<file path="config.mk">
export PLATFORM = sky130hd
export DESIGN_NAME = fnmb_front_flat
export DESIGN_NICKNAME = d
export VERILOG_FILES = /design/src/hw/rtl/fnmb_pkg.sv /design/src/hw/rtl/fnmb_ifs.sv /design/src/hw/rtl/fnmb_front.sv /design/src/flat_wrapper.sv
export SDC_FILE = /design/constraint.sdc
export NUM_CORES = 1
export LEC_CHECK = 0
export BUFFER_PORTS_ARGS = -buffer_cell sky130_fd_sc_hd__buf_2
export CORE_ASPECT_RATIO = 0.5
export CORE_MARGIN = 2
export CORE_UTILIZATION = 48
export CTS_CLUSTER_DIAMETER = 40
export CTS_CLUSTER_SIZE = 24
export DETAILED_ROUTE_END_ITERATION = 8
export PLACE_DENSITY = 0.85
export SLEW_MARGIN = 25
export SYNTH_ARGS = -nofsm -noshare
export SYNTH_HDL_FRONTEND = slang
export SYNTH_SLANG_ARGS = --single-unit
</file>
<file path="constraint.sdc">
create_clock -name clk -period 3.8 [get_ports clk]
set_input_delay 0.38 -clock clk [delete_from_list [all_inputs] [get_ports clk]]
set_output_delay 0.38 -clock clk [all_outputs]
set_load 0.02 [all_outputs]
</file>
<file path="src/hw/rtl/fnmb_pkg.sv">
// shared constants and types of the four-neighbour mean blur
package fnmb_pkg;

	localparam int MAX_WIDTH_DEF  = 2048;
	localparam int PIXEL_BITS_DEF = 16;
	localparam int MAX_HEIGHT     = 2048;
	localparam int CFG_W          = 12;
	localparam int CFG_IDX_W      = 1;
	localparam int PIX_PORT_W     = 16;
	localparam int ROW_W          = $clog2(MAX_HEIGHT + 1);
	localparam int QUEUE_DEPTH    = 4;
	localparam int NB_SHIFT       = 2;

	localparam logic [CFG_W-1:0] WIDTH_RESET  = CFG_W'(1920);
	localparam logic [CFG_W-1:0] HEIGHT_RESET = CFG_W'(1080);

	localparam logic MODE_PIXEL = 1'b0;
	localparam logic MODE_FLUSH = 1'b1;

	typedef enum logic [CFG_IDX_W-1:0] {
		REG_FRAME_WIDTH  = 1'b0,
		REG_FRAME_HEIGHT = 1'b1
	} cfg_reg_t;

	// one issued item on its way from the front to the back
	typedef struct packed {
		logic valid;
		logic produce;
		logic first;
		logic flush;
		logic eor;
		logic eof;
		logic fwd;
	} fnmb_issue_t;

endpackage

</file>
<file path="src/hw/rtl/fnmb_ifs.sv">
// handshake channels of the four-neighbour mean blur
interface fnmb_in_if;
	import fnmb_pkg::*;
	logic                  valid;
	logic                  ready;
	logic                  mode;
	logic [PIX_PORT_W-1:0] pixel_in;
	modport source (output valid, mode, pixel_in, input ready);
	modport sink (input valid, mode, pixel_in, output ready);
endinterface


interface fnmb_cfg_if;
	import fnmb_pkg::*;
	logic                 valid;
	logic                 ready;
	logic [CFG_IDX_W-1:0] index;
	logic [CFG_W-1:0]     data;
	modport source (output valid, index, data, input ready);
	modport sink (input valid, index, data, output ready);
endinterface

</file>
<file path="src/hw/rtl/fnmb_front.sv">
// front end: configuration, frame counters, item classification and line store access
module fnmb_front #(
	parameter int MAX_WIDTH = fnmb_pkg::MAX_WIDTH_DEF,
	parameter int PW = fnmb_pkg::PIXEL_BITS_DEF,
	localparam int AW = $clog2(MAX_WIDTH)
) (
	input  logic                  clk,
	input  logic                  arst_n,
	fnmb_in_if.sink               pixels,
	fnmb_cfg_if.sink              cfg,
	input  logic                  room,
	input  logic [PW-1:0]         cur_a_data,
	output logic [AW-1:0]         cur_a_addr,
	output logic [AW-1:0]         cur_b_addr,
	output logic [AW-1:0]         above_rd_addr,
	output logic                  cur_wr_en,
	output logic [AW-1:0]         cur_wr_addr,
	output logic [PW-1:0]         cur_wr_data,
	output logic                  above_wr_en,
	output logic [AW-1:0]         above_wr_addr,
	output logic [PW-1:0]         above_wr_data,
	output fnmb_pkg::fnmb_issue_t issue_s1,
	output logic [PW-1:0]         pix_s1
);
	import fnmb_pkg::*;

	logic [CFG_W-1:0] width_q;
	logic [CFG_W-1:0] height_q;
	logic [AW-1:0]    last_col;
	logic [ROW_W-1:0] h_use;
	logic [AW-1:0]    col_q;
	logic [AW-1:0]    drain_q;
	logic [ROW_W-1:0] row_q;
	logic [AW-1:0]    col_s1;

	logic          accept;
	logic          flush;
	logic          draining;
	logic          issue;
	logic          last;
	logic          row0;
	logic          wr_above_s2;
	logic [AW-1:0] col;
	logic [AW-1:0] right;
	logic [PW-1:0] pix;

	assign cfg.ready    = 1'b1;
	assign pixels.ready = room;

	always_comb begin
		if (width_q == '0) begin
			last_col = '0;
		end else if (int'(width_q) > MAX_WIDTH) begin
			last_col = AW'(MAX_WIDTH - 1);
		end else begin
			last_col = AW'(width_q - CFG_W'(1));
		end
		if (height_q == '0) begin
			h_use = ROW_W'(1);
		end else if (int'(height_q) > MAX_HEIGHT) begin
			h_use = ROW_W'(MAX_HEIGHT);
		end else begin
			h_use = ROW_W'(height_q);
		end
	end

	assign accept   = pixels.valid && pixels.ready;
	assign flush    = (pixels.mode == MODE_FLUSH);
	assign draining = (row_q >= h_use);
	assign issue    = accept && (flush ? draining : !draining);
	assign col      = flush ? drain_q : col_q;
	assign last     = (col == last_col);
	assign right    = last ? col : col + AW'(1);
	assign row0     = !flush && (row_q == '0);
	assign pix      = PW'(pixels.pixel_in);

	assign cur_a_addr    = col;
	assign cur_b_addr    = right;
	assign above_rd_addr = col;
	assign cur_wr_en     = issue && !flush;
	assign cur_wr_addr   = col;
	assign cur_wr_data   = pix;

	// the row above gets the old current pixel once it is back from the store
	assign wr_above_s2 = issue_s1.valid && issue_s1.produce && !issue_s1.flush;

	always_comb begin
		if (issue && row0) begin
			above_wr_en   = 1'b1;
			above_wr_addr = col;
			above_wr_data = pix;
		end else begin
			above_wr_en   = wr_above_s2;
			above_wr_addr = col_s1;
			above_wr_data = cur_a_data;
		end
	end

	always_ff @(posedge clk or negedge arst_n) begin
		if (!arst_n) begin
			width_q  <= WIDTH_RESET;
			height_q <= HEIGHT_RESET;
			col_q    <= '0;
			drain_q  <= '0;
			row_q    <= '0;
			issue_s1 <= '0;
		end else begin
			issue_s1.valid   <= issue;
			issue_s1.produce <= issue && !row0;
			issue_s1.first   <= (col == '0);
			issue_s1.flush   <= flush;
			issue_s1.eor     <= last;
			issue_s1.eof     <= last && flush;
			// only a one-pixel row reads the entry that the item ahead writes in the same cycle
			issue_s1.fwd     <= wr_above_s2 && (col_s1 == col);
			if (cfg.valid && cfg.ready) begin
				case (cfg.index)
					REG_FRAME_WIDTH:  width_q <= cfg.data;
					REG_FRAME_HEIGHT: height_q <= cfg.data;
					default: ;
				endcase
				col_q   <= '0;
				drain_q <= '0;
				row_q   <= '0;
			end else if (issue) begin
				if (flush) begin
					if (last) begin
						col_q   <= '0;
						drain_q <= '0;
						row_q   <= '0;
					end else begin
						drain_q <= drain_q + AW'(1);
					end
				end else if (last) begin
					col_q <= '0;
					row_q <= row_q + ROW_W'(1);
				end else begin
					col_q <= col_q + AW'(1);
				end
			end
		end
	end

	always_ff @(posedge clk) begin
		col_s1 <= col;
		pix_s1 <= pix;
	end

endmodule

</file>
<file path="src/flat_wrapper.sv">
// flat-port wrapper written by rule: the top's interface ports become plain ports
module fnmb_front_flat import fnmb_pkg::*;
#(
	parameter int MAX_WIDTH = fnmb_pkg::MAX_WIDTH_DEF,
	parameter int PW = fnmb_pkg::PIXEL_BITS_DEF,
	localparam int AW = $clog2(MAX_WIDTH)
)
  (clk, arst_n, room, cur_a_data, cur_a_addr, cur_b_addr, above_rd_addr, cur_wr_en, cur_wr_addr, cur_wr_data, above_wr_en, above_wr_addr, above_wr_data, issue_s1, pix_s1, pixels_valid, pixels_mode, pixels_pixel_in, pixels_ready, cfg_valid, cfg_index, cfg_data, cfg_ready);
  fnmb_in_if pixels_i ();
  fnmb_cfg_if cfg_i ();
  input  logic clk;
  input  logic arst_n;
  input  logic room;
  input  logic [PW-1:0] cur_a_data;
  output logic [AW-1:0] cur_a_addr;
  output logic [AW-1:0] cur_b_addr;
  output logic [AW-1:0] above_rd_addr;
  output logic cur_wr_en;
  output logic [AW-1:0] cur_wr_addr;
  output logic [PW-1:0] cur_wr_data;
  output logic above_wr_en;
  output logic [AW-1:0] above_wr_addr;
  output logic [PW-1:0] above_wr_data;
  output fnmb_pkg::fnmb_issue_t issue_s1;
  output logic [PW-1:0] pix_s1;
  input wire logic [$bits(pixels_i.valid)-1:0] pixels_valid;
  input wire logic [$bits(pixels_i.mode)-1:0] pixels_mode;
  input wire logic [$bits(pixels_i.pixel_in)-1:0] pixels_pixel_in;
  output wire logic [$bits(pixels_i.ready)-1:0] pixels_ready;
  input wire logic [$bits(cfg_i.valid)-1:0] cfg_valid;
  input wire logic [$bits(cfg_i.index)-1:0] cfg_index;
  input wire logic [$bits(cfg_i.data)-1:0] cfg_data;
  output wire logic [$bits(cfg_i.ready)-1:0] cfg_ready;
  assign pixels_i.valid = pixels_valid;
  assign pixels_i.mode = pixels_mode;
  assign pixels_i.pixel_in = pixels_pixel_in;
  assign pixels_ready = pixels_i.ready;
  assign cfg_i.valid = cfg_valid;
  assign cfg_i.index = cfg_index;
  assign cfg_i.data = cfg_data;
  assign cfg_ready = cfg_i.ready;
  fnmb_front #(.MAX_WIDTH(MAX_WIDTH), .PW(PW)) u_core (.clk(clk), .arst_n(arst_n), .pixels(pixels_i), .cfg(cfg_i), .room(room), .cur_a_data(cur_a_data), .cur_a_addr(cur_a_addr), .cur_b_addr(cur_b_addr), .above_rd_addr(above_rd_addr), .cur_wr_en(cur_wr_en), .cur_wr_addr(cur_wr_addr), .cur_wr_data(cur_wr_data), .above_wr_en(above_wr_en), .above_wr_addr(above_wr_addr), .above_wr_data(above_wr_data), .issue_s1(issue_s1), .pix_s1(pix_s1));
endmodule
</file>
==> flow_metrics.tcl, run 1 <==
set metrics [dict create \
    ctsHtreeMaxLevel 3 \
    mostFrequentLayoutCells "buf_2, buf_4, nand2_1" \
    worstSetupEndpointType "output pin" \
    violations "negative setup slack" \
    finish.instance_area_um2 7510 \
    gp_congestion 0.947 \
    seqCellArea_um2 2180 \
    first_pass_iters 6 \
    skew_ps 8.09 \
    crit_chain "inv_2, ha_4, buf_4, nor3b_1, xnor2_1, a221oi_1, a211oi_2, a211oi_1, nor2b_2, and2_4, nor4_2, xnor2_1, buf_4" \
    fp.dieH_um 81.8 \
    first_iter_violations 791 \
    fillers 823 \
    ff2ff_path_depth 15 \
    hpwlAfterDp_um 11800 \
    synth_edf_count 0 \
    design.core.area_um2 11800 \
    slew_headroom 0.492 \
    finalWirelength_um 18100 \
    worst_slack_ps -247 \
    clk_pin_slew_ps 70 \
    ys_async_sr_fraction 0.707 \
    grt_usage 0.251 \
    fin_crit_ps 4050 \
    synth_warnings 0 \
    cts_sinks 92 \
    pre_cts_ws_ps -70.5 \
    grt_pass1_vias 5385 \
    place_area_um2 6830 \
    status "finished, violations left" \
    clk_latency_ps 350 \
    cts-root-buf "clkbuf_16" \
    cp_slowest_cell "nor3b_1" \
    fin_util 0.636 \
    syn_avg_cell_area_um2 9.02 \
    grt_max_degree 43 \
    cp_num_buf_inv 3 \
    drive_gt1_frac 0.417 \
    wire_per_inst_um 18.6 \
    p_leak_nw 3.58 \
    fin_nets 875 \
    die_w_um 160 \
    io_pins 165 \
    crit_arrival_ps 3670 \
    power_w 0.00280 \
    irDropWorstVdd_mv 0.236 \
    grt_pass1_wl_um 26400 \
    netlist_instances 645 \
    crit_type "reg2out" \
    initial_core_util 0.493 \
    crit_required_ps 3420 \
    netlist_area_um2 5820 \
    dr_total_vias 6015 \
    postRouteAntennaNets 0 \
    dieArea_um2 13100 \
    synth_area_leader_cell "dfrtp_1" \
    syn_to_final_growth_pct 29.1 \
    antenna_found_initial 0 \
    rsz0062_at_grt "yes" \
    fmax_mhz 247 \
    path_max_fanout 5 \
    synth-main-ff-cell "dfrtp_1" \
    vias_per_cell 6.17 \
    final_common_cell "buf_2" \
    worstHoldPathType "in2async" \
    holdWs_ps 21.3 \
    worst_path_dominant_cell_family "simple AND/OR/NAND/NOR gates" \
    synth_top_area_share 0.245 \
    period_share 1.07 \
    antenna_cells 0 \
    multi_input_area_um2 3360 \
    synth.net_count 715 \
    tightestPinTransition_ps 741 \
    synthDistinctLibCells 70 \
    overflow 0 \
    port_buffers 163 \
    numCtsBuffers 9 \
    hold_viol_final 0 \
    drc 0 \
    synth-seq-area-share 0.374 \
    critPathMaxStageDelay_ps 520 \
    critPathLaunchType "flip-flop" \
    drv_cap 0 \
    max-clock-path-buffers 2 \
    cts_tree "yes" \
    num_rows 28 \
    hold_buffers 0 \
    ys_ff_latch 92 \
    synthTopCellsByArea "dfrtp_1, dfxtp_1, mux2_2" \
    worst-path-stages 13 \
    power-per-cell-area_nw_per_um2 373 \
    drv_slew 0 \
    setup_viol 11 \
]
==> logic make-up (layout without fill, tap and decap cells) <==
kind of cell,after synthesis,after routing,share of synthesized area
simple gates,229,231,0.214
compound gates,122,122,0.137
buf+inv,103,266,0.0940
flops,92,92,0.374
mux,46,46,0.0873
xor+xnor,33,33,0.0521
fa+ha+maj,19,19,0.0409
other cells,1,1,0.000645
==> layout make-up <==
type                    count  area share
multi-input cells         452       0.448
well taps                 165      0.0275
clock buffers              11      0.0338
flip-flops and latches     92       0.290
clock inverters             5     0.00849
inverters                  29      0.0145
repair buffers            221       0.178
==> worst paths after layout <==
check,from,endpoint,slack [ps]
min in group clk,pixels_pixel_in[2],u_core.pix_s1[2],150
max in group asynchronous,arst_n,u_core.height_q[3],2980
min reg2reg,u_core.height_q[0],u_core.height_q[0],530
max,u_core.width_q[0],cur_b_addr[8],-250
min,arst_n,u_core.row_q[3],20
max reg2reg,u_core.width_q[0],u_core.row_q[8],30
==> synth_stat cells, types with 5 or more instances <==
cell and instances:
nand2_1 62, dfrtp_1 57, buf_4 40, mux2_2 38, o21ai_0 31, inv_1 29, dfxtp_1 27, nand3_1 27
xnor2_1 26, a21oi_1 25, nor2_1 25, clkbuf_1 24, and3_1 21, ha_1 19, nor3_1 19, nor4_1 19
o211ai_1 11, buf_2 8, dfstp_2 8, mux2i_1 8, nand2b_1 8, nand4_1 8, nor2b_1 7, o31ai_1 7
or4_1 7, a211oi_1 6, xor2_1 6, a311o_1 5
==> registers in the layout, summed over array words and instances (netlist names) <==
register         cells
u_core.width_q      12
u_core.issue_s1      7
u_core.drain_q      11
u_core.col_s1       11
u_core.col_q        11
u_core.height_q     12
u_core.pix_s1       16
u_core.row_q        12
==> per-stage QoR <==
step                      setup TNS, ps  std cells
final                             -1740        975
after global routing              -3310        975
after CTS                         -1030        967
after floorplan                   -15.1        645
after global placement                0        943
after detailed placement           -254        943
==> power breakdown <==
group / internal, W / switching (W)
clock network: 0.000558 / 0.000408
registers: 0.00105 / 0.0000617
logic: 0.000303 / 0.000421
total: 0.00191 / 0.000890
==> per-layer routing <==
metal | part of all wire | routed length [um] | GRT usage | up-vias
met3 | 0.11 | 1910 | 0.0646 | 114
li1 | - | - | - | 2607
met1 | 0.38 | 6920 | 0.305 | 2824
met4 | 0.049 | 891 | 0.121 | 0
met2 | 0.46 | 8420 | 0.426 | 470
met5 | 0 | 0 | 0 | -
==> what timing repair did <==
action / 4_1_cts / 5_1_grt
cloned: 2 / 1
pin swaps: 14 / 6
endpoints found under the setup margin: 27 / 37
buffers inserted: 6 / 7
resized for setup: 32 / 26
endpoints found under the hold margin: 0 / 0
Note: power is estimated with default switching activity, not from simulation.
==> run 2: changes to the inputs <==
CORE_UTILIZATION = 50   (was 48)
MAX_ROUTING_LAYER = met4   (was not set)
clock period = 4.45 ns   (was 3.8 ns; I/O delays follow)
==> flow_metrics.tcl, run 2 (synthesis gave the netlist of run 1 again) <==
set metrics [dict create \
    status "complete, no violations" \
    gp_congestion 0.931 \
    critPathLaunchType "flip-flop" \
    fmax_mhz 233 \
    cts_tree "yes" \
    p_leak_nw 3.31 \
    max-clock-path-buffers 2 \
    final_common_cell "buf_2" \
    worstHoldPathType "in2async" \
    crit_required_ps 4010 \
    seq_power_share 0.432 \
    crit_type "reg2out" \
    vias_per_cell 5.99 \
    ctsHtreeMaxLevel 3 \
    stdcell_count 919 \
    fin_crit_ps 4290 \
    slew_headroom 0.515 \
    num_rows 27 \
    initial_core_util 0.522 \
    drc 0 \
    worst_slack_ps 160 \
    crit_arrival_ps 3850 \
    die_w_um 157 \
    hpwlAfterDp_um 11500 \
    grt_pass1_vias 4925 \
    grt_usage 0.254 \
    swShare 0.322 \
    setup_tns_ps 0 \
    drive_gt1_frac 0.348 \
    drv_cap 0 \
    dr_total_vias 5501 \
    path_max_fanout 10 \
    fp.dieH_um 80.3 \
    dieArea_um2 12600 \
    worstSetupEndpointType "output pin" \
    design.core.area_um2 11100 \
    clkPwrFrac 0.351 \
    antenna_found_initial 0 \
    largest_reg_flops 16 \
    first_pass_iters 6 \
    post_cts_buffers 0 \
    setup_viol 0 \
    irDropWorstVdd_mv 0.174 \
    wire_per_inst_um 17.1 \
    skew_ps 7.03 \
    overflow 0 \
    hold_viol_final 0 \
    grt_pass1_wl_um 24500 \
    power_frac_comb 0.217 \
    port_buffers 163 \
    dp_cells 903 \
    numCtsBuffers 9 \
    clk_latency_ps 350 \
    fin_util 0.619 \
    syn_to_final_growth_pct 18.6 \
    clk_pin_slew_ps 70 \
    tightestPinTransition_ps 725 \
    cts-root-buf "clkbuf_16" \
    cts_sinks 92 \
    finalWirelength_um 15700 \
    fin_nets 839 \
    drv_slew 0 \
    power-per-cell-area_nw_per_um2 325 \
    mostFrequentLayoutCells "buf_2, nand2_1, dfrtp_1" \
    postRouteAntennaNets 0 \
    io_pins 165 \
    grt_max_degree 40 \
    first_iter_violations 632 \
    intPower_w 0.00152 \
    antenna_cells 0 \
    power.net_switching_w 0.000721 \
    pre_cts_ws_ps 241 \
    largest_register "u_core.pix_s1" \
    period_share 0.964 \
]
## run 2: worst paths after layout
path / from / end / slack (ps) / cells after the start
max: u_core.width_q[0] / cur_b_addr[5] / 160 / 12
min: arst_n / u_core.row_q[4] / 110 / 1
max reg2reg: u_core.width_q[0] / u_core.row_q[8] / 680 / 12
min reg2reg: u_core.col_q[10] / u_core.col_q[10] / 520 / 1
max in group asynchronous: arst_n / u_core.col_q[10] / 3410 / 2
min in group clk: pixels_pixel_in[5] / u_core.pix_s1[5] / 210 / 1
## run 2: layout make-up
class                           count  area [um^2]
Sequential cell                    92         2180
Timing Repair Buffer              187          996
Inverter                           29          109
Clock buffer                       10          250
Tap cell                          145          181
Fill cell                         911         4250
Clock inverter                      6         51.3
Multi-Input combinational cell    450         3140
## run 2: repair_timing
item | 4_1_cts | 5_1_grt
setup endpoints to repair | 9 | 11
gates resized for setup | 3 | 10
hold buffers | 0 | 0
## run 2: power groups by stage
stage | registers (W) | logic (W) | clock network, W
3_3_place_gp | 0.000973 | 0.000459 | 0
2_1_floorplan | 0.000959 | 0.000342 | 0
3_5_place_dp | 0.000977 | 0.000472 | 0
6_report | 0.000967 | 0.000486 | 0.000786
4_1_cts | 0.000962 | 0.000477 | 0.000798
5_1_grt | 0.000974 | 0.000529 | 0.000829
## run 2: worst max-delay path, stage by stage (launching register included)
cell	delay (ps)
dfrtp_1	450
inv_1	120
ha_1	250
or3b_4	470
or4_4	480
nand3_2	90
a21oi_1	80
or4_4	600
nor4_4	310
and2_4	200
nor3_1	60
xnor2_1	180
buf_2	200
## run 2: per-stage QoR
step / power, W / cell area (um^2) / hold WS, ps
floorplan: 0.00130 / 5820 / 149
global placement: 0.00143 / 6560 / 491
detailed placement: 0.00145 / 6560 / 503
CTS: 0.00224 / 6870 / 125
global route: 0.00233 / 6900 / 169
finish: 0.00224 / 6900 / 111
## run 2: metal layers
layer	vias up	track usage	share of wire
li1	2541	-	-
met1	2615	0.324	0.43
met2	313	0.425	0.48
met3	32	0.0448	0.077
met4	0	0.0642	0.018
met5	-	-	0
