## config.mk

```make
export PLATFORM = sky130hd
export DESIGN_NAME = fnmb_back_flat
export DESIGN_NICKNAME = d
export VERILOG_FILES = /design/src/hw/rtl/fnmb_pkg.sv /design/src/hw/rtl/fnmb_ifs.sv /design/src/hw/rtl/fnmb_back.sv /design/src/flat_wrapper.sv
export SDC_FILE = /design/constraint.sdc
export NUM_CORES = 1
export LEC_CHECK = 0
export BUFFER_PORTS_ARGS = -buffer_cell sky130_fd_sc_hd__clkbuf_2
export CORE_MARGIN = 2
export CORE_UTILIZATION = 45
export DETAILED_ROUTE_END_ITERATION = 12
export PLACE_DENSITY = 0.66
export SLEW_MARGIN = 20
export SYNTH_ARGS = -nofsm -noshare
export SYNTH_HDL_FRONTEND = slang
export SYNTH_SLANG_ARGS = --single-unit
```

## constraint.sdc

```tcl
create_clock -name clk -period 6 [get_ports clk]
set_input_delay 0.3 -clock clk [delete_from_list [all_inputs] [get_ports clk]]
set_output_delay 0.3 -clock clk [all_outputs]
set_load 0.005 [all_outputs]
```

## src/hw/rtl/fnmb_pkg.sv

```systemverilog
// shared constants and types of the four-neighbour mean blur
package fnmb_pkg;

	localparam int MAX_WIDTH_DEF  = 2048;
	localparam int PIXEL_BITS_DEF = 16;
	localparam int MAX_HEIGHT     = 2048;
	localparam int CFG_W          = 12;
	localparam int CFG_IDX_W      = 1;
	localparam int PIX_PORT_W     = 16;
	localparam int ROW_W          = $clog2(MAX_HEIGHT + 1);
	localparam int QUEUE_DEPTH    = 4;
	localparam int NB_SHIFT       = 2;

	localparam logic [CFG_W-1:0] WIDTH_RESET  = CFG_W'(1920);
	localparam logic [CFG_W-1:0] HEIGHT_RESET = CFG_W'(1080);

	localparam logic MODE_PIXEL = 1'b0;
	localparam logic MODE_FLUSH = 1'b1;

	typedef enum logic [CFG_IDX_W-1:0] {
		REG_FRAME_WIDTH  = 1'b0,
		REG_FRAME_HEIGHT = 1'b1
	} cfg_reg_t;

	// one issued item on its way from the front to the back
	typedef struct packed {
		logic valid;
		logic produce;
		logic first;
		logic flush;
		logic eor;
		logic eof;
		logic fwd;
	} fnmb_issue_t;

endpackage

```

## src/hw/rtl/fnmb_ifs.sv

```systemverilog


interface fnmb_out_if;
	import fnmb_pkg::*;
	logic                  valid;
	logic                  ready;
	logic [PIX_PORT_W-1:0] blurred;
	logic                  end_of_row;
	logic                  end_of_frame;
	modport source (output valid, blurred, end_of_row, end_of_frame, input ready);
	modport sink (input valid, blurred, end_of_row, end_of_frame, output ready);
endinterface


```

## src/hw/rtl/fnmb_back.sv

```systemverilog
// back end: neighbour gathering, work queue, four-way sum and output register
module fnmb_back #(
	parameter int PW = fnmb_pkg::PIXEL_BITS_DEF,
	parameter int QD = fnmb_pkg::QUEUE_DEPTH,
	localparam int QAW = $clog2(QD),
	localparam int QCW = $clog2(QD + 1)
) (
	input  logic                  clk,
	input  logic                  arst_n,
	input  fnmb_pkg::fnmb_issue_t issue_s1,
	input  logic [PW-1:0]         pix_s1,
	input  logic [PW-1:0]         cur_a_data,
	input  logic [PW-1:0]         cur_b_data,
	input  logic [PW-1:0]         above_data,
	output logic                  room,
	fnmb_out_if.source            results
);
	import fnmb_pkg::*;

	typedef struct packed {
		logic [PW-1:0] left;
		logic [PW-1:0] right;
		logic [PW-1:0] up;
		logic [PW-1:0] down;
		logic          eor;
		logic          eof;
	} entry_t;

	entry_t           queue_q [QD];
	entry_t           push_entry;
	entry_t           head;
	logic [QAW-1:0]   wr_ptr_q;
	logic [QAW-1:0]   rd_ptr_q;
	logic [QCW-1:0]   count_q;
	logic [PW-1:0]    held_q;
	logic             push;
	logic             pop;
	logic [PW+1:0]    sum;
	logic             out_valid_q;
	logic [PW-1:0]    blurred_q;
	logic             eor_q;
	logic             eof_q;

	assign push = issue_s1.valid && issue_s1.produce;

	// held_q is the old current pixel one column to the left
	always_comb begin
		push_entry.left  = issue_s1.first ? cur_a_data : held_q;
		push_entry.right = cur_b_data;
		push_entry.up    = issue_s1.fwd ? held_q : above_data;
		push_entry.down  = issue_s1.flush ? cur_a_data : pix_s1;
		push_entry.eor   = issue_s1.eor;
		push_entry.eof   = issue_s1.eof;
	end

	// an item in the issue stage already counts against the queue
	assign room = (int'(count_q) + int'(issue_s1.valid)) < QD;

	assign head = queue_q[rd_ptr_q];
	assign pop  = (count_q != '0) && (!out_valid_q || results.ready);
	assign sum  = (PW+2)'(head.left) + (PW+2)'(head.right)
		+ (PW+2)'(head.up) + (PW+2)'(head.down);

	always_ff @(posedge clk or negedge arst_n) begin
		if (!arst_n) begin
			wr_ptr_q    <= '0;
			rd_ptr_q    <= '0;
			count_q     <= '0;
			out_valid_q <= 1'b0;
		end else begin
			if (push) begin
				wr_ptr_q <= (int'(wr_ptr_q) == QD - 1) ? '0 : wr_ptr_q + QAW'(1);
			end
			if (pop) begin
				rd_ptr_q <= (int'(rd_ptr_q) == QD - 1) ? '0 : rd_ptr_q + QAW'(1);
			end
			count_q <= count_q + QCW'(push) - QCW'(pop);
			if (pop) begin
				out_valid_q <= 1'b1;
			end else if (results.ready) begin
				out_valid_q <= 1'b0;
			end
		end
	end

	always_ff @(posedge clk) begin
		if (issue_s1.valid) begin
			held_q <= cur_a_data;
		end
		if (push) begin
			queue_q[wr_ptr_q] <= push_entry;
		end
		if (pop) begin
			blurred_q <= PW'(sum >> NB_SHIFT);
			eor_q     <= head.eor;
			eof_q     <= head.eof;
		end
	end

	assign results.valid        = out_valid_q;
	assign results.blurred      = PIX_PORT_W'(blurred_q);
	assign results.end_of_row   = eor_q;
	assign results.end_of_frame = eof_q;

endmodule

```

## src/flat_wrapper.sv

```systemverilog
// flat-port wrapper written by rule: the top's interface ports become plain ports
module fnmb_back_flat import fnmb_pkg::*;
#(
	parameter int PW = fnmb_pkg::PIXEL_BITS_DEF,
	parameter int QD = fnmb_pkg::QUEUE_DEPTH,
	localparam int QAW = $clog2(QD),
	localparam int QCW = $clog2(QD + 1)
)
  (clk, arst_n, issue_s1, pix_s1, cur_a_data, cur_b_data, above_data, room, results_valid, results_blurred, results_end_of_row, results_end_of_frame, results_ready);
  fnmb_out_if results_i ();
  input  logic clk;
  input  logic arst_n;
  input  fnmb_pkg::fnmb_issue_t issue_s1;
  input  logic [PW-1:0] pix_s1;
  input  logic [PW-1:0] cur_a_data;
  input  logic [PW-1:0] cur_b_data;
  input  logic [PW-1:0] above_data;
  output logic room;
  output wire logic [$bits(results_i.valid)-1:0] results_valid;
  output wire logic [$bits(results_i.blurred)-1:0] results_blurred;
  output wire logic [$bits(results_i.end_of_row)-1:0] results_end_of_row;
  output wire logic [$bits(results_i.end_of_frame)-1:0] results_end_of_frame;
  input wire logic [$bits(results_i.ready)-1:0] results_ready;
  assign results_valid = results_i.valid;
  assign results_blurred = results_i.blurred;
  assign results_end_of_row = results_i.end_of_row;
  assign results_end_of_frame = results_i.end_of_frame;
  assign results_i.ready = results_ready;
  fnmb_back #(.PW(PW), .QD(QD)) u_core (.clk(clk), .arst_n(arst_n), .issue_s1(issue_s1), .pix_s1(pix_s1), .cur_a_data(cur_a_data), .cur_b_data(cur_b_data), .above_data(above_data), .room(room), .results(results_i));
endmodule
```

==> impl_summary.md, run 1 <==
Timing
The final count of negative-setup-slack endpoints is 0. The count of final hold-check violations is 0. The post-layout minimum cycle time is approximately 5.3 ns. Setup repair after global routing left no endpoint under its margin. The clock skew is ~0.021 ns. The max-slew violation count is 0. The worst-case headroom to the max-slew limit is 32.6%.

The setup TNS is 0 ns. The pin slew with the least headroom to its limit is between 1 and 1.5 ns. The final critical path takes up 88.9% of the cycle. Based on the critical path, the design can be clocked at up to between 150 and 200 MHz.

Placed design
In this run the tool buffered the top-level ports with 93 buffer cells. The final weighted congestion of routability-driven global placement is 0.839. The post-DP HPWL is ~18000 µm.

Hold path
The worst hold path stage count is 1. The endpoint of the worst hold path is u_core.queue_q[2][39]$_DFFE_PP_. The start point of the worst hold path is cur_b_data[5]. The worst hold path class is in -> reg.

Yosys
The post-synthesis cell area is around 14000 µm². The count of warnings emitted by yosys is 0. The synthesized design contains 306 register bits. Dividing the synthesized area by the synthesized cell count gives between 15 and 20 µm². The count of mapped cells out of synthesis is about 750.

After synthesis, flip-flops and latches occupy between 60% and 70% of the total area. In this run, synthesis inferred between 200 and 300 flip-flops with an integrated enable. The fraction of registers with async set or reset after synthesis is roughly 2.6%. The post-synthesis net count is approximately 880. In the synthesized netlist the dominant register cell turns out to be sky130_fd_sc_hd__edfxtp_1. The number of distinct library cell variants in the gate-level netlist after synthesis is 53.

Worst setup path
The kind of critical path is reg -> reg. Along the worst path, the maximum fanout reaches 12. The endpoint arrival time on the critical path is 5.57 ns. At the worst endpoint, the required time is 6.24 ns. In this design, the stage delay of the slowest critical-path cell is ~0.56 ns. The slack of the worst reg-to-reg path is around 0.66 ns.

The worst register-to-register path begins at u_core.rd_ptr_q[0]$_DFFE_PN0P_. The kind of cell adding the most delay to the critical path is compound AO/OA/AOI/OAI gates. The category of the worst setup path launch point is a register. The number of buffers and inverters on the critical path is 2.

Counting cells, the worst reg-to-reg path comes to 16. Traced cell by cell, the critical path runs through buf_4 > mux4_2 > ha_1 > a2111oi_0 > o21ai_1 > and4_1 > a221oi_2 > nand2b_1 > xnor2_1 > fa_1 > inv_1 > ha_1 > and3_1 > and3_1 > a21oi_1 > o21ai_0. The endpoint identified for the worst register-to-register timing path is u_core.results.blurred[15]$_DFFE_PP_. Among all stages on the critical path, the largest delay is contributed by sky130_fd_sc_hd__dfrtp_4. The worst setup path is captured at a register.

Floorplan
The core box area is 29600 µm². The initial utilization of the core area, before any placement, comes to a little under half. The number of top-level pins is 94. The vertical die dimension is ~180 µm. The floorplan has between 60 and 70 rows.

The x dimension of the die is about 180 µm. The die covers ~32000 µm².

Global route
The wire length of the first global-routing pass is 41700 µm. Entering global routing, the biggest net connects 37 pins. Global routing finished with a remaining overflow of 0. The initial antenna violation count is 1. The number of global-route vias before repair is ~7300. In the global route stage, overall resource usage came out at between 15 and 20%.

Run status
The flow ran to the end, and the final reports show no timing, DRC or antenna violations.

Finish
Registers take between 9000 and 10000 µm². The filler cells instantiated in the layout total ~2400. Compared with the post-synthesis result, the final layout area differs by 15.8%. The fraction of layout cells with a size suffix above 1 is a little under a third.

The most common cell after layout, fill and taps aside is sky130_fd_sc_hd__edfxtp_1. The net total in the final layout is approximately 1000. The antenna diode instance count is 0. The multi-input combinational cell area is 4060 µm².

In the layout the commonest cells are sky130_fd_sc_hd__edfxtp_1 (298), sky130_fd_sc_hd__clkbuf_2 (93), sky130_fd_sc_hd__inv_1 (68).

Drt
In this run the remaining antenna-violating nets after routing total 0. The DRC violations left is 0. The wire length per cell after detailed routing is around 21 µm. The routed via count is between 7000 and 8000. The pre-antenna-repair detailed-routing pass consisted of 7 iterations.

The wire length reported by the detailed router is ~27000 µm. Dividing the detail-routed via count by the number of cells gives between 5 and 6. The DRC violation total after the first TritonRoute iteration is around 530.

CTS
Clock tree synthesis selected as its root buffer the cell sky130_fd_sc_hd__clkbuf_16. At the later pin of the worst-skew pair, clock insertion delay measures 0.51 ns. In this run the number of H-tree levels came out at 2. TritonCTS built the clock tree.

Once the clock tree was built, the resizer swapped 0 gates to a different size. The maximum buffer depth of the clock tree is 3. Buffers inserted during clock tree synthesis total 34.

After clock tree synthesis, the clock-pin slew on the worst setup and hold paths is 0.06 ns. Post-CTS timing repair inserted 0 buffers for setup. Buffers inserted to repair hold after CTS numbered 15. CTS saw just over 300 sinks.

Flow run
The max-capacitance violation count is 0.
==> synth_stat cells (3+ instances only) <==
cell	number	area, µm²
sky130_fd_sc_hd__a21oi_1	26	130
sky130_fd_sc_hd__xnor2_1	16	140
sky130_fd_sc_hd__nand3_1	3	15.0
sky130_fd_sc_hd__clkbuf_1	8	30.0
sky130_fd_sc_hd__o211ai_1	5	37.5
sky130_fd_sc_hd__nor2_1	11	41.3
sky130_fd_sc_hd__ha_1	40	500
sky130_fd_sc_hd__edfxtp_1	298	8950
sky130_fd_sc_hd__mux4_2	66	1490
sky130_fd_sc_hd__dfrtp_1	8	200
sky130_fd_sc_hd__o21ai_0	9	45.0
sky130_fd_sc_hd__nand2b_1	5	31.3
sky130_fd_sc_hd__mux2_2	50	563
sky130_fd_sc_hd__nor3_1	6	30.0
sky130_fd_sc_hd__and3_1	9	56.3
sky130_fd_sc_hd__inv_1	68	255
sky130_fd_sc_hd__xor2_1	10	87.6
sky130_fd_sc_hd__fa_1	18	360
sky130_fd_sc_hd__buf_2	6	30.0
sky130_fd_sc_hd__a21o_1	16	120
sky130_fd_sc_hd__buf_1	7	26.3
sky130_fd_sc_hd__nand2_1	24	90.1
==> flip-flops by register name, summed over array words and instances (netlist names) <==
register,count
u_core.results.end_of_row,1
u_core.rd_ptr_q,2
u_core.results.blurred,16
u_core.count_q,3
u_core.queue_q,264
u_core.results.valid,1
u_core.held_q,16
u_core.wr_ptr_q,2
u_core.results.end_of_frame,1
==> metal layers <==
metal / GRT usage [%] / vias up / part of all wire, %
li1: - / 3190 / -
met1: 24.2 / 3599 / 44
met2: 29.8 / 172 / 49
met3: 3.11 / 47 / 4.8
met4: 5.36 / 2 / 2.1
met5: 0 / - / 0.048
==> worst max path at each step <==
stage,startpoint,end,slack (ns),cells past startpoint
2_1_floorplan,u_core.rd_ptr_q[0]$_DFFE_PN0P_,u_core.results.blurred[15]$_DFFE_PP_,0.78,19
3_3_place_gp,u_core.rd_ptr_q[0]$_DFFE_PN0P_,u_core.results.blurred[11]$_DFFE_PP_,0.83,16
3_5_place_dp,u_core.rd_ptr_q[0]$_DFFE_PN0P_,u_core.results.blurred[15]$_DFFE_PP_,0.68,16
4_1_cts,u_core.rd_ptr_q[0]$_DFFE_PN0P_,u_core.results.blurred[15]$_DFFE_PP_,0.61,16
5_1_grt,u_core.rd_ptr_q[0]$_DFFE_PN0P_,u_core.results.blurred[15]$_DFFE_PP_,0.37,17
6_report,u_core.rd_ptr_q[0]$_DFFE_PN0P_,u_core.results.blurred[15]$_DFFE_PP_,0.66,16
==> cell families (layout without fill, tap and decap cells) <==
logic type	after synthesis	in the layout	share of synthesized area (%)
flip-flops	306	306	67.5
XOR/XNOR	26	26	1.68
AO/OA/AOI/OAI	79	79	4.00
buffers and inverters	90	249	2.60
multiplexers	116	116	15.1
AND/OR/NAND/NOR	71	71	2.73
adder cells (fa/ha/maj)	58	58	6.35
==> layout make-up <==
type,instances,area share [%]
sequential,306,58.3
multi-input combinational,350,25.9
clock buffer,45,5.82
timing repair buffer,121,4.54
tap,390,3.11
inverter,68,1.63
clock inverter,15,0.702
==> metrics by stage <==
stage               util [%]  cell area [µm²]  cells  worst slack, ns  hold slack, ns
global route            52.9            15700   1295            0.370         0.00764
CTS                     52.9            15700   1295            0.615      0.00000791
detailed placement      49.0            14500   1220            0.682           0.188
floorplan                  -            13600    746            0.781         0.00441
finish                  52.9            15700   1295            0.665          0.0147
global placement        49.0            14500   1220            0.831           0.184
==> worst register-to-register path, stage by stage, from the launching register on <==
cell and delay (ns):
sky130_fd_sc_hd__dfrtp_4 0.56, sky130_fd_sc_hd__buf_4 0.28, sky130_fd_sc_hd__mux4_2 0.54, sky130_fd_sc_hd__ha_1 0.39, sky130_fd_sc_hd__a2111oi_0 0.48, sky130_fd_sc_hd__o21ai_1 0.22
sky130_fd_sc_hd__and4_1 0.28, sky130_fd_sc_hd__a221oi_2 0.34, sky130_fd_sc_hd__nand2b_1 0.11, sky130_fd_sc_hd__xnor2_1 0.15, sky130_fd_sc_hd__fa_1 0.54, sky130_fd_sc_hd__inv_1 0.05
sky130_fd_sc_hd__ha_1 0.39, sky130_fd_sc_hd__and3_1 0.24, sky130_fd_sc_hd__and3_1 0.18, sky130_fd_sc_hd__a21oi_1 0.21, sky130_fd_sc_hd__o21ai_0 0.12
Power of run 1 is left out: the tool's default activity adds up to more than one toggle a clock period on the data nets, which glitch-free logic cannot reach.
==> inputs of run 2 (changes only) <==
--- a/config.mk
+++ b/config.mk
@@ -9,7 +9,7 @@
 export CORE_MARGIN = 2
 export CORE_UTILIZATION = 45
 export DETAILED_ROUTE_END_ITERATION = 12
-export PLACE_DENSITY = 0.66
+export PLACE_DENSITY = 0.69
 export SLEW_MARGIN = 20
 export SYNTH_ARGS = -nofsm -noshare
 export SYNTH_HDL_FRONTEND = slang
==> constraint.sdc (replaced) <==
create_clock -name clk -period 4.7 [get_ports clk]
set_input_delay 0.235 -clock clk [delete_from_list [all_inputs] [get_ports clk]]
set_output_delay 0.235 -clock clk [all_outputs]
set_load 0.005 [all_outputs]
==> run 2 against run 1 <==
  * Flip-flop and latch count is the same
  * Worst hold slack better by 0.028 ns
  * Wire length up 0.31%
  * Non-clock buffer count is 72 higher
  * Design area grew 6.3%
  * Utilization is 3.3 points higher
  * Critical path type unchanged
  * Critical endpoint is now u_core.results.blurred[13]$_DFFE_PP_
  * Largest cell class unchanged
==> impl_summary.md, run 2 (synthesis gave the netlist of run 1 again) <==
Run status
The run finished with clean final reports.

Drt
The routed via count is 7168 (+2.3%). The average via count per standard cell came to 5.26 (-2.8%). The count of antenna-violating nets left after detailed routing is 0 (unchanged). The wire length per cell after detailed routing is 20.0 µm (-4.7%). The DRC violations left was 0 (unchanged). The DRC violation total after the first TritonRoute iteration is 512 (-4.1%). The count of TritonRoute iterations in the first routing pass is 4 (-3). The wire length reported by the detailed router is 27200 µm (+0.31%).

Finish
The flip-flop count of the largest register after layout was 264 (unchanged). The finished layout cell area is 16700 µm² (+6.3%). The largest register by flop count is u_core.queue_q. The top cell types in the final layout, fill and taps aside, are sky130_fd_sc_hd__edfxtp_1 (298), sky130_fd_sc_hd__clkbuf_2 (93), sky130_fd_sc_hd__mux4_2 (66), sky130_fd_sc_hd__inv_1 (66), sky130_fd_sc_hd__buf_4 (53). The net total in the final layout is 1081 (+6.7%).

The antenna diode instance count is 0 (unchanged). The fraction of layout cells with a size suffix above 1 is 38.5% (+6.9 points). The number of fillers in the final layout was 2345 (-3.1%). Compared with the post-synthesis result, the final layout area differs by 23.1%. The utilization after layout came to 56.3% (+3.3 points). The most common cell after layout, fill and taps aside is sky130_fd_sc_hd__edfxtp_1.

Timing
The count of final hold-check violations is 0 (unchanged). The max-slew violation count came to 0 (unchanged). The final count of negative-setup-slack endpoints is 0 (unchanged). Setup repair after global routing could not meet its margin everywhere. The period utilization came to 97.9% (+9.0 points). The setup TNS is 0 ns (unchanged). The clock skew is 0.0153 ns (-0.00595 ns). The maximum achievable frequency is 217 MHz (+16%). The worst-case headroom to the max-slew limit is 35.9% (+3.3 points). The post-layout minimum cycle time is 4.60 ns (-0.734 ns). The pin slew with the least headroom to its limit is 0.962 ns (-0.0492 ns). The worst-case setup margin in the final layout is 0.0990 ns (-0.566 ns).

Worst setup path
For this design, the slowest cell found on the critical path is sky130_fd_sc_hd__fa_1. The peak fanout along the critical path is 4 (-8). The endpoint arrival time on the critical path is 4.90 ns (-0.67 ns). The startpoint of the worst register-to-register path is u_core.rd_ptr_q[0]$_DFFE_PN0P_. The slack of the worst reg-to-reg path is 0.1 ns (-0.57 ns).

The longest individual stage delay on the worst path is 0.54 ns (-0.02 ns). The kind of critical path is reg -> reg. STA classifies the critical path endpoint as a register.

The required time of the worst setup path came to 5.00 ns (-1.24 ns). The capturing point of the worst reg2reg path is u_core.results.blurred[13]$_DFFE_PP_. The library cell appearing most often on the critical path is sky130_fd_sc_hd__buf_6. The signal on the critical path passes through buf_6 > buf_6 > mux4_2 > fa_2 > a21o_1 > a21o_1 > a32oi_4 > buf_6 > a21oi_2 > nand2b_4 > xnor2_2 > fa_1 > inv_1 > ha_1 > and3_4 > and3_1 > a21oi_2 > xnor2_1.

STA classifies the critical path startpoint as a register. The number of cell instances on the worst register-to-register path was 18 (+2).

Placed design
The port buffer count is 93 (unchanged). The post-DP HPWL is 17900 µm (+1.5%). The final weighted congestion of routability-driven global placement is 0.804 (-4.2%). The post-placement cell area came to 15000 µm² (+3.2%). The worst slack after detailed placement is -0.135 ns (-0.817 ns).

Floorplan
The number of cell rows is 63 (unchanged). The number of top-level pins is 94 (unchanged). The total die area is 31500 µm² (unchanged). The core box area is 29600 µm² (unchanged).

The x dimension of the die is 178 µm (unchanged). The starting utilization of the core area came to 45.7% (unchanged). The vertical die dimension is 178 µm (unchanged).

Global route
The initial antenna violation count is 0 (-1). The wire length of the first global-routing pass is 42100 µm (+0.87%). The combined global-route utilization of all metal layers is 17.6% (-0.27 points).

The total global routing overflow is 0 (unchanged). The number of global-route vias before repair came to 7437 (+1.9%). The pin count of the biggest net entering global routing is 42 (+14%).

CTS
TritonCTS built the clock tree. The clock sink count is 306 (unchanged). The clock transition at the registers of the reported paths was 0.06 ns (about the same). The root buffer cell chosen for the clock tree is sky130_fd_sc_hd__clkbuf_16. The maximum level of the CTS H-tree is 1 (-1). The clock insertion delay at the later pin of the skew report is 0.54 ns (+0.03 ns). The total clock buffers created by CTS came to 30 (-12%). The maximum buffer depth of the clock tree is 3 (unchanged).

Flow run
The max-capacitance violation count came to 0 (unchanged).

Hold path
The worst hold path stage count is 2 (+1). The worst hold path class is in -> reg. The worst hold path terminates at u_core.queue_q[0][14]$_DFFE_PP_.

The start point of the worst hold path is pix_s1[12].
## run 2: metal layers
layer | GRT usage, % | up-vias | share of wire [%]
li1 | - | 3335 | -
met1 | 24.6 | 3631 | 44
met2 | 29.8 | 170 | 50
met3 | 2.66 | 32 | 4.8
met4 | 3.14 | 0 | 1.2
met5 | 0 | - | 0
## run 2: worst max path at each step
stage,startpoint,end,slack [ns],cells past startpoint
floorplan,u_core.rd_ptr_q[0]$_DFFE_PN0P_,u_core.results.blurred[15]$_DFFE_PP_,0.009,19
global placement,u_core.rd_ptr_q[0]$_DFFE_PN0P_,u_core.results.blurred[15]$_DFFE_PP_,-0.06,17
detailed placement,u_core.rd_ptr_q[0]$_DFFE_PN0P_,u_core.results.blurred[15]$_DFFE_PP_,-0.13,17
CTS,u_core.rd_ptr_q[0]$_DFFE_PN0P_,u_core.results.blurred[11]$_DFFE_PP_,0.0009,17
global route,u_core.rd_ptr_q[0]$_DFFE_PN0P_,u_core.results.blurred[11]$_DFFE_PP_,-0.04,17
finish,u_core.rd_ptr_q[0]$_DFFE_PN0P_,u_core.results.blurred[13]$_DFFE_PP_,0.1,18
## run 2: metrics by stage
stage / hold WS [ns] / cells
3_5_place_dp: 0.111 / 1264
4_1_cts: 0.0286 / 1360
3_3_place_gp: 0.109 / 1264
6_report: 0.0424 / 1363
5_1_grt: 0.0340 / 1363
2_1_floorplan: -0.0606 / 746
## run 2: area by class of cell
cell class / count / area [µm²] / area share [%]
Multi-Input combinational cell: 350 / 4370 / 26.2
Sequential cell: 306 / 9150 / 54.9
Clock inverter: 17 / 203 / 1.21
Tap cell: 390 / 488 / 2.92
Inverter: 68 / 255 / 1.53
Timing Repair Buffer: 193 / 1410 / 8.44
Clock buffer: 39 / 806 / 4.83
## run 2: worst max-delay path, delay by kind of cell, from the launching register on
kind,cells,cell delay [ns]
fa+ha+maj,3,1.25
mux,1,0.49
compound gates,5,0.92
xor+xnor,2,0.24
simple gates,3,0.53
flops,1,0.49
buf+inv,4,0.43
## run 2: repair_timing
item / 4_1_cts / 5_1_grt
gates resized for setup: 15 / 42
hold buffers: 36 / 0
endpoints found under the hold margin: 97 / 0
pin swaps: 8 / 38
setup endpoints to repair: 5 / 10
buffers inserted: 4 / 3
Power of run 2 is left out for the same reason.
==> inputs of run 3 (changes only) <==
==> constraint.sdc (replaced) <==
create_clock -name clk -period 4.7 [get_ports clk]
set_input_delay 0.94 -clock clk [delete_from_list [all_inputs] [get_ports clk]]
set_output_delay 0.94 -clock clk [all_outputs]
set_load 0.005 [all_outputs]
==> run 3 against run 2 <==
  * Die area is the same
  * Utilization down 0.78 points
  * Worst setup slack gained 0.050 ns
  * Flip-flop and latch count is the same
==> impl_summary.md, run 3 (synthesis gave the netlist of run 1 again) <==
CTS
The cts-stage hold buffer count is 0 (-100%). TritonCTS built the clock tree. The clock insertion delay at the later pin of the skew report was 0.55 ns (about the same). The maximum buffer depth of the clock tree was 3 (unchanged). The maximum level of the CTS H-tree is 1 (unchanged). The cell chosen for the clock root is sky130_fd_sc_hd__clkbuf_16. The clock transition at the registers of the reported paths is 0.06 ns (about the same).

The clock sink count is 306 (unchanged). The total clock buffers created by CTS came to 30 (unchanged).

Drt
The count of TritonRoute iterations in the first routing pass is 4 (unchanged). The average via count per standard cell was 5.32 (+1.2%). The routed via count is 7123 (-0.63%). The wire length reported by the detailed router came to 27900 µm (+2.6%). The DRC violation total after the first TritonRoute iteration came to 575 (+12%).

The DRC violations left is 0 (unchanged). The wire length per cell after detailed routing is 20.9 µm (+4.6%). The count of antenna-violating nets left after detailed routing is 0 (unchanged).

Global route
The wire length of the first global-routing pass is 42800 µm (+1.6%). The number of global-route vias before repair is 7516 (+1.1%). The combined global-route utilization of all metal layers is 18.1% (+0.44 points). The initial antenna violation count is 1 (+1). The pin count of the biggest net entering global routing is 67 (+60%). The total global routing overflow is 0 (unchanged).

Timing
The final count of negative-setup-slack endpoints is 0 (unchanged). The post-layout minimum cycle time is 4.55 ns (-0.0502 ns). The worst-case headroom to the max-slew limit came to 33.6% (-2.3 points). The max-slew violation count is 0 (unchanged). Setup repair after global routing could not meet its margin everywhere.

The clock skew is 0.00675 ns (-0.00858 ns). The pin slew with the least headroom to its limit came to 0.996 ns (+0.0339 ns). The maximum achievable frequency is 220 MHz (+1.1%). The count of final hold-check violations is 0 (unchanged). The period utilization came to 96.8% (-1.1 points).

Worst setup path
Walking the worst path, the cells encountered are buf_4 > mux4_2 > ha_4 > fa_2 > a21o_1 > a21o_1 > a32oi_4 > nand2b_1 > xnor2_2 > fa_1 > inv_2 > ha_4 > buf_4 > and3_4 > nand2_1 > a21o_1 > nand2_1 > xor2_1. The library cell appearing most often on the critical path is sky130_fd_sc_hd__a21o_1. The worst setup path is captured at a register. The category of the worst setup path launch point is a register.

The cell with the largest stage delay on the worst path is sky130_fd_sc_hd__dfrtp_4. The endpoint arrival time on the critical path was 4.90 ns (about the same). The slack of the worst reg-to-reg path is 0.15 ns (+0.05 ns). Tracing the worst setup path back leads to its startpoint at u_core.rd_ptr_q[0]$_DFFE_PN0P_.

The required time of the worst setup path is 5.05 ns (+0.05 ns). The peak fanout along the critical path is 5 (+1). In this run the critical register-to-register path is launched from u_core.rd_ptr_q[0]$_DFFE_PN0P_.

The critical path is of the reg -> reg type. The longest individual stage delay on the worst path is 0.51 ns (-0.03 ns).

Placed design
The post-DP HPWL is 18200 µm (+1.7%). The port buffer count came to 93 (unchanged). The final weighted congestion of routability-driven global placement is 0.812 (+1.1%).

Floorplan
The core box area is 29600 µm² (unchanged). The number of top-level pins is 94 (unchanged). The vertical die dimension is 178 µm (unchanged). The total die area is 31500 µm² (unchanged). The number of cell rows came to 63 (unchanged). The x dimension of the die is 178 µm (unchanged). The starting utilization of the core area is 45.7% (unchanged).

Finish
The net total in the final layout is 1056 (-2.3%). The flip-flop count of the largest register after layout was 264 (unchanged). The most common cell after layout, fill and taps aside is sky130_fd_sc_hd__edfxtp_1.

The area growth from synthesis to layout is 21.4%. The utilization after layout was 55.5% (-0.78 points). The fraction of layout cells with a size suffix above 1 is 42.6% (+4.1 points).

The largest register by flop count is u_core.queue_q. Leaving out fill and tap cells, the most frequent cells in the layout are sky130_fd_sc_hd__edfxtp_1 (298), sky130_fd_sc_hd__clkbuf_2 (93), sky130_fd_sc_hd__mux4_2 (66), sky130_fd_sc_hd__buf_4 (66), sky130_fd_sc_hd__inv_1 (63). The antenna diode instance count is 0 (unchanged).

Run status
The run finished with clean final reports.

Flow run
The max-capacitance violation count is 0 (unchanged).

Hold path
The worst hold path class is in -> async.
[run 3: repair_timing]
item | in CTS | in global routing
endpoints found under the hold margin | 0 | 0
resized for setup | 17 | 54
gates cloned | 1 | 0
pin swaps | 6 | 48
setup endpoints to repair | 8 | 10
buffers inserted | 5 | 8
[run 3: path summary, 6_finish.rpt]
kind | end | depth (start not counted)
hold / removal | u_core.results.valid$_DFFE_PN0P_ | 1
hold reg to reg | u_core.results.valid$_DFFE_PN0P_ | 2
setup reg to reg | u_core.results.blurred[9]$_DFFE_PP_ | 18
setup / recovery | u_core.results.blurred[9]$_DFFE_PP_ | 18
max in group asynchronous | u_core.rd_ptr_q[0]$_DFFE_PN0P_ | 1
min in group clk | u_core.results.valid$_DFFE_PN0P_ | 2
[run 3: worst max-delay path: cells and delay by family, from the launching register on]
family	cells	cell delay (ns)
muxes	1	0.45
adders and majority gates	4	1.30
AOI/OAI and AO/OA	4	0.85
DFF	1	0.51
xor gates and xnor gates	2	0.44
and+or+nand+nor	4	0.49
buffers and inverters	3	0.31
[run 3: metal layers]
layer | up-vias | GRT usage [%] | wire [µm] | share of wire (%)
met5 | - | 0 | 11 | 0.039
met4 | 2 | 4.82 | 589 | 2.1
met3 | 46 | 2.81 | 1470 | 5.3
met2 | 171 | 30.0 | 13600 | 49
met1 | 3632 | 25.0 | 12200 | 44
li1 | 3272 | - | - | -
[run 3: metrics by stage]
| step | setup TNS, ns | instance area [µm²] | std cells | setup slack, ns | hold WS, ns |
|---|---|---|---|---|---|
| detailed placement | -0.742 | 15000 | 1269 | -0.202 | 0.559 |
| global placement | -0.0642 | 15000 | 1269 | -0.0480 | 0.544 |
| floorplan | 0 | 13600 | 746 | 0.00861 | 0.488 |
| finish | 0 | 16500 | 1338 | 0.149 | 0.245 |
| global route | -0.0599 | 16500 | 1338 | -0.0359 | 0.253 |
| CTS | 0 | 16100 | 1331 | 0.0116 | 0.228 |
[run 3: area by class of cell]
class,count,area (µm²)
Multi-Input combinational cell,350,4470
Clock inverter,21,180
Tap cell,390,488
Fill cell,2323,13200
Sequential cell,306,9150
Timing Repair Buffer,168,1120
Inverter,68,255
Clock buffer,35,791
Power of run 3 is left out for the same reason.
